--- src/mms_pkg.sv ---
// Shared types, command and opcode codes, and elaboration helpers for the step core.
package mms_pkg;

    localparam int NUM_REGS = 8;
    localparam int RF_AW    = 3;
    localparam int WORD_W   = 32;
    localparam int PC_W     = 12;
    localparam int INSTR_W  = 16;

    // Command codes carried on the request side.
    localparam logic [2:0] CMD_STEP     = 3'd0;
    localparam logic [2:0] CMD_WR_PROG  = 3'd1;
    localparam logic [2:0] CMD_WR_DATA  = 3'd2;
    localparam logic [2:0] CMD_BACK     = 3'd3;
    localparam logic [2:0] CMD_PC_RESET = 3'd4;

    // Opcodes.
    localparam logic [3:0] OP_RTYPE = 4'd0;
    localparam logic [3:0] OP_JUMP  = 4'd2;
    localparam logic [3:0] OP_ADDI  = 4'd4;
    localparam logic [3:0] OP_BEQ   = 4'd8;
    localparam logic [3:0] OP_LW    = 4'd11;
    localparam logic [3:0] OP_SW    = 4'd15;

    // R-type function codes.
    localparam logic [2:0] FN_ADD = 3'd0;
    localparam logic [2:0] FN_SUB = 3'd2;
    localparam logic [2:0] FN_AND = 3'd4;
    localparam logic [2:0] FN_OR  = 3'd5;

    // Instruction word; low holds rd and funct for R-type, or the immediate.
    typedef struct packed {
        logic [3:0] opcode;
        logic [2:0] rs;
        logic [2:0] rt;
        logic [5:0] low;
    } instr_t;

    // Register file write request.
    typedef struct packed {
        logic              en;
        logic [RF_AW-1:0]  addr;
        logic [WORD_W-1:0] data;
    } rf_wr_t;

    // Result of one request; step_done sits in the lowest bit.
    typedef struct packed {
        logic [WORD_W-1:0] mem_value;
        logic [7:0]        mem_address;
        logic              mem_written;
        logic [WORD_W-1:0] reg_value;
        logic [2:0]        reg_index;
        logic              reg_written;
        logic [3:0]        opcode_run;
        logic [PC_W-1:0]   pc_now;
        logic              end_of_program;
        logic              step_done;
    } result_t;

    function automatic bit is_pow2(input int depth);
        return (depth & (depth - 1)) == 0;
    endfunction

    // Cycles the data address reduction needs beyond the execute cycle.
    function automatic int ea_latency(input int depth);
        return is_pow2(depth) ? 0 : 3;
    endfunction

endpackage

--- src/mms_prog_mem.sv ---
// Program store: one write port and one read port with registered, write-through read data.
module mms_prog_mem #(
    parameter int DEPTH = 128
) (
    input  logic                       clk,
    input  logic                       wr_en,
    input  logic [$clog2(DEPTH)-1:0]   wr_addr,
    input  logic [mms_pkg::INSTR_W-1:0] wr_data,
    input  logic [$clog2(DEPTH)-1:0]   rd_addr,
    output mms_pkg::instr_t            rd_data
);
    import mms_pkg::*;

    logic [INSTR_W-1:0] mem [DEPTH];
    logic [INSTR_W-1:0] q_reg;

    always_ff @(posedge clk)
    begin
        if (wr_en)
        begin
            mem[wr_addr] <= wr_data;
        end
    end

    // The read runs every cycle; a write to the same entry is passed through.
    always_ff @(posedge clk)
    begin
        if (wr_en && (wr_addr == rd_addr))
        begin
            q_reg <= wr_data;
        end
        else
        begin
            q_reg <= mem[rd_addr];
        end
    end

    assign rd_data = instr_t'(q_reg);

endmodule

--- config.mk ---
export PLATFORM = sky130hd
export DESIGN_NAME = mms_prog_mem
export DESIGN_NICKNAME = d
export VERILOG_FILES = /design/src/mms_pkg.sv /design/src/mms_prog_mem.sv
export SDC_FILE = /design/constraint.sdc
export NUM_CORES = 2
export LEC_CHECK = 0
export BUFFER_PORTS_ARGS = -buffer_cell sky130_fd_sc_hd__buf_2
export CAP_MARGIN = 25
export CORE_MARGIN = 1.5
export CORE_UTILIZATION = 57
export CTS_CLUSTER_SIZE = 28
export DETAILED_ROUTE_END_ITERATION = 10
export GPL_ROUTABILITY_DRIVEN = 0
export MAX_ROUTING_LAYER = met4
export PLACE_DENSITY = 0.75
export SETUP_SLACK_MARGIN = 0.15
export SLEW_MARGIN = 30
export SYNTH_ARGS = -nofsm -noshare
export SYNTH_HDL_FRONTEND = slang
export SYNTH_SLANG_ARGS = --single-unit
--- constraint.sdc ---
create_clock -name clk -period 2.7 [get_ports clk]
set_input_delay 0.135 -clock clk [delete_from_list [all_inputs] [get_ports clk]]
set_output_delay 0.135 -clock clk [all_outputs]
set_load 0.02 [all_outputs]
# Yosys cells after proc, flatten, opt, wreduce, memory -nomap -nowiden
# Memory sizes are Yosys's and may differ from the RTL's. A register that Yosys moved wholly into a read port is not among the register bits.
# Index checks and enable logic that the tools add are counted.
# Widths: inputs -> output; s select.
[totals]
elab_cells = 3
ff_bits = 0
ram_bits = 2048
output_inout_bits = 16
mem_count = 1
[classes]
mux = 2
[mem_list]
columns = ["name", "depth", "word_bits", "rd", "rd_clocked_by_memory_dff", "write_ports", "line_no", "source"]
rows = [
  ["mem", 128, 16, 1, 1, 1, "mms_prog_mem.sv:14", "logic [INSTR_W-1:0] mem [DEPTH];"],
]
[ops]
columns = ["cell", "count"]
rows = [
  ["$mux 1", 2],
]

# Depth between registers and ports, before layout
[logic_depth]
word_depth = 2
mapped_depth = 7
mapped_depth_nobuf = 4

# Least setup slack after synthesis
# No wires, ideal clock.
[synth_timing]
path_type = "register to output"
from = "register with a tool-made name"
to = "output port rd_data[0] (netlist bit)"
arrival_ns = 2.733
setup_slack_ns = -0.168
path_stages_with_launch = 7
cell_sequence = "dfxtp_1 > buf_2 > buf_1 > mux4_2 > mux4_2 > mux4_2 > mux2_2"
[synth_rtl]
columns = ["element", "line_no", "source"]
rows = [
  ["to (decl)", "mms_prog_mem.sv:10", "output mms_pkg::instr_t rd_data"],
]

==> metrics <==
status finished with violations; failing checks setup timing; critical path, cell by cell buf_12, buf_8, mux4_2, mux4_2, mux4_2, mux2_4, buf_2; Reg with most FFs mem; logic gate share of total power 0.058; most common cell after layout, fill and taps aside edfxtp_1; DR iter-0 viols 5535; Core Area 136000 um^2; Synth-to-Final Area Change 15.2%; Initial Util 0.576; actual slew at the worst max-slew pin 1.01 ns; net switching power 0.0138 W; antenna-violating nets left 0; DIE AREA about 140000 um^2; via/cell ratio 6.86; Power per Cell Area ~720 nW/um^2; root buffer cell clkbuf_16; Most Frequent Cell on Critical Path mux4_2; top layer in use met4; initial antenna violation count 23; period utilization 1.52; WP data required 2.57 ns; post-synth top area cell edfxtp_1; clock power share 0.401; RSZ-0062 raised after global routing yes; Synth area leaders edfxtp_1 (79%), mux4_2 (19%), nor2_1 (0.58%), clkbuf_1 (0.39%), buf_2 (0.33%); HP Class in2reg; layout cell share with drive strength beyond 1 0.358; vias in the first global route 38146; first-pass GRT wire length approximately 290000 um; GRT overflow 0; commonest non-fill, non-tap cells in the layout edfxtp_1 (2048), mux4_2 (672), buf_4 (219), clkbuf_16 (200), nor2_1 (120); min Tclk post-route 4.12 ns; Distinct cells, synth 17; CP max stage delay approximately 0.67 ns; clk slew on worst S/H paths 0.06 ns; Layout Nets 3521; post-synthesis area per instance 25.5 um^2; die height 374 um; Largest regs mem (2048); # IOs 48; Sw Ratio 0.212; largest net degree at the start of global routing approximately 130; CTS Buf Count 194; Mapped Cells 3077; flops & latches, synth 2055; Synth top area share 0.785; TritonCTS Sinks 2055; final hold viol count 0; Detailed Route WL 203000 um; Core Util, Final 0.664; Setup crit end kind primary output; number of flip-flops in the largest register 2048; Flop pwr share 0.541; FMAX 243 MHz; average routed wire per standard cell 37.2 um; max-cap violation count 0; H-tree depth 4; crit path setup slack, layout -1.42 ns; yosys warns 0; clk buf depth 3; routed via count 37423; CP Class reg2out; Critical Path AT 3.98 ns; # DRC 0; CTS tree yes; Port Buffers 47; Static Leak 28.3 nW; DRT met1 WL 67500 um; cell class contributing the biggest share of worst-path delay multiplexers; CP Max Fanout 8; Synth Cell Area 78300 um^2; FP Rows 135; total power 0.0652 W; DRT Pass-1 Iters 5; CP startpoint kind register; min-delay src rd_addr[0]; Buf+Inv Stages, Crit Path 3; internal power a little over 0.05 W; VDD IR-drop max 0.574 mV; Slew Limit Fails 0; Die Wd 374 um; net count after synthesis 3109; sequential element share of the synthesized area 0.787; final setup fails 16; Slew HR 0.327; GR Util All Layers 0.303; Met2 Wirelength just over 100000 um; routed wl met3 24100 um; HPWL after detailed placement 110000 um; Crit-path slowest cell mux4_2
[metal layers]
layer / GRT usage / up-vias
met3: 0.0726 / 487
met4: 0.121 / 0
met2: 0.484 / 2817
met5: - / -
met1: 0.380 / 19811
li1: - / 14308
[synthesized netlist by cell type]
cell type,number
mux4_2,672
edfxtp_1,2048
buf_6,1
or3_1,1
nor2_1,122
dfxtp_1,7
clkbuf_1,82
nand3_1,12
buf_4,1
nand4_1,3
mux2_2,16
nor3_1,9
nand2_1,14
buf_2,52
nand2b_1,2
buf_1,28
nor2b_1,7
[repair_timing]
item	CTS	global route
setup endpoints to repair	16	16
hold buffers	26	2
gates resized for setup	19	13
cloned	5	2
endpoints found under the hold margin	778	182
buffers inserted	10	3
pin swaps	0	0
[logic make-up (layout without fill, tap and decap cells)]
logic type,count (synthesis),count (layout),share of synthesized area
buffers and inverters,164,741,0.00883
flip-flops,2055,2055,0.787
multiplexers,688,688,0.195
other,0,19,0
AND/OR/NAND/NOR,170,170,0.00890
[final timing paths]
path | to | slack [ns] | cells past startpoint
hold / removal | register | 0.04 | 2
setup / recovery | rd_data[8] | -1.42 | 7
[through the flow]
| stage | TNS [ns] | setup WS, ns | instances | area, um^2 | hold WS (ns) |
|---|---|---|---|---|---|
| after floorplan | 0 | 0.0881 | 3077 | 79100 | 0.163 |
| after global placement | -8.07 | -0.599 | 5026 | 83500 | 0.240 |
| after detailed placement | -8.34 | -0.649 | 5026 | 83500 | 0.239 |
| after CTS | -22.48 | -1.44 | 5428 | 90100 | 0.0255 |
| after global routing | -22.72 | -1.45 | 5450 | 90300 | 0.0389 |
| final | -22.07 | -1.42 | 5454 | 90300 | 0.0433 |
[cell type report]
type,count,area (um^2)
flip-flops and latches,2055,61700
fillers,7869,45700
multi-input cells,858,16100
clock buffers,248,5140
repair buffers,380,4190
well taps,1781,2230
clock inverters,113,881
diodes,19,47.5
[power groups by stage]
| stage | registers, W | logic (W) | clock network (W) |
|---|---|---|---|
| 5_1_grt | 0.0352 | 0.00388 | 0.0275 |
| 3_3_place_gp | 0.0359 | 0.00344 | 0 |
| 4_1_cts | 0.0353 | 0.00370 | 0.0263 |
| 2_1_floorplan | 0.0359 | 0.00196 | 0 |
| 6_report | 0.0353 | 0.00377 | 0.0262 |
| 3_5_place_dp | 0.0359 | 0.00355 | 0 |
No activity file was read; power rests on OpenSTA's default activity.
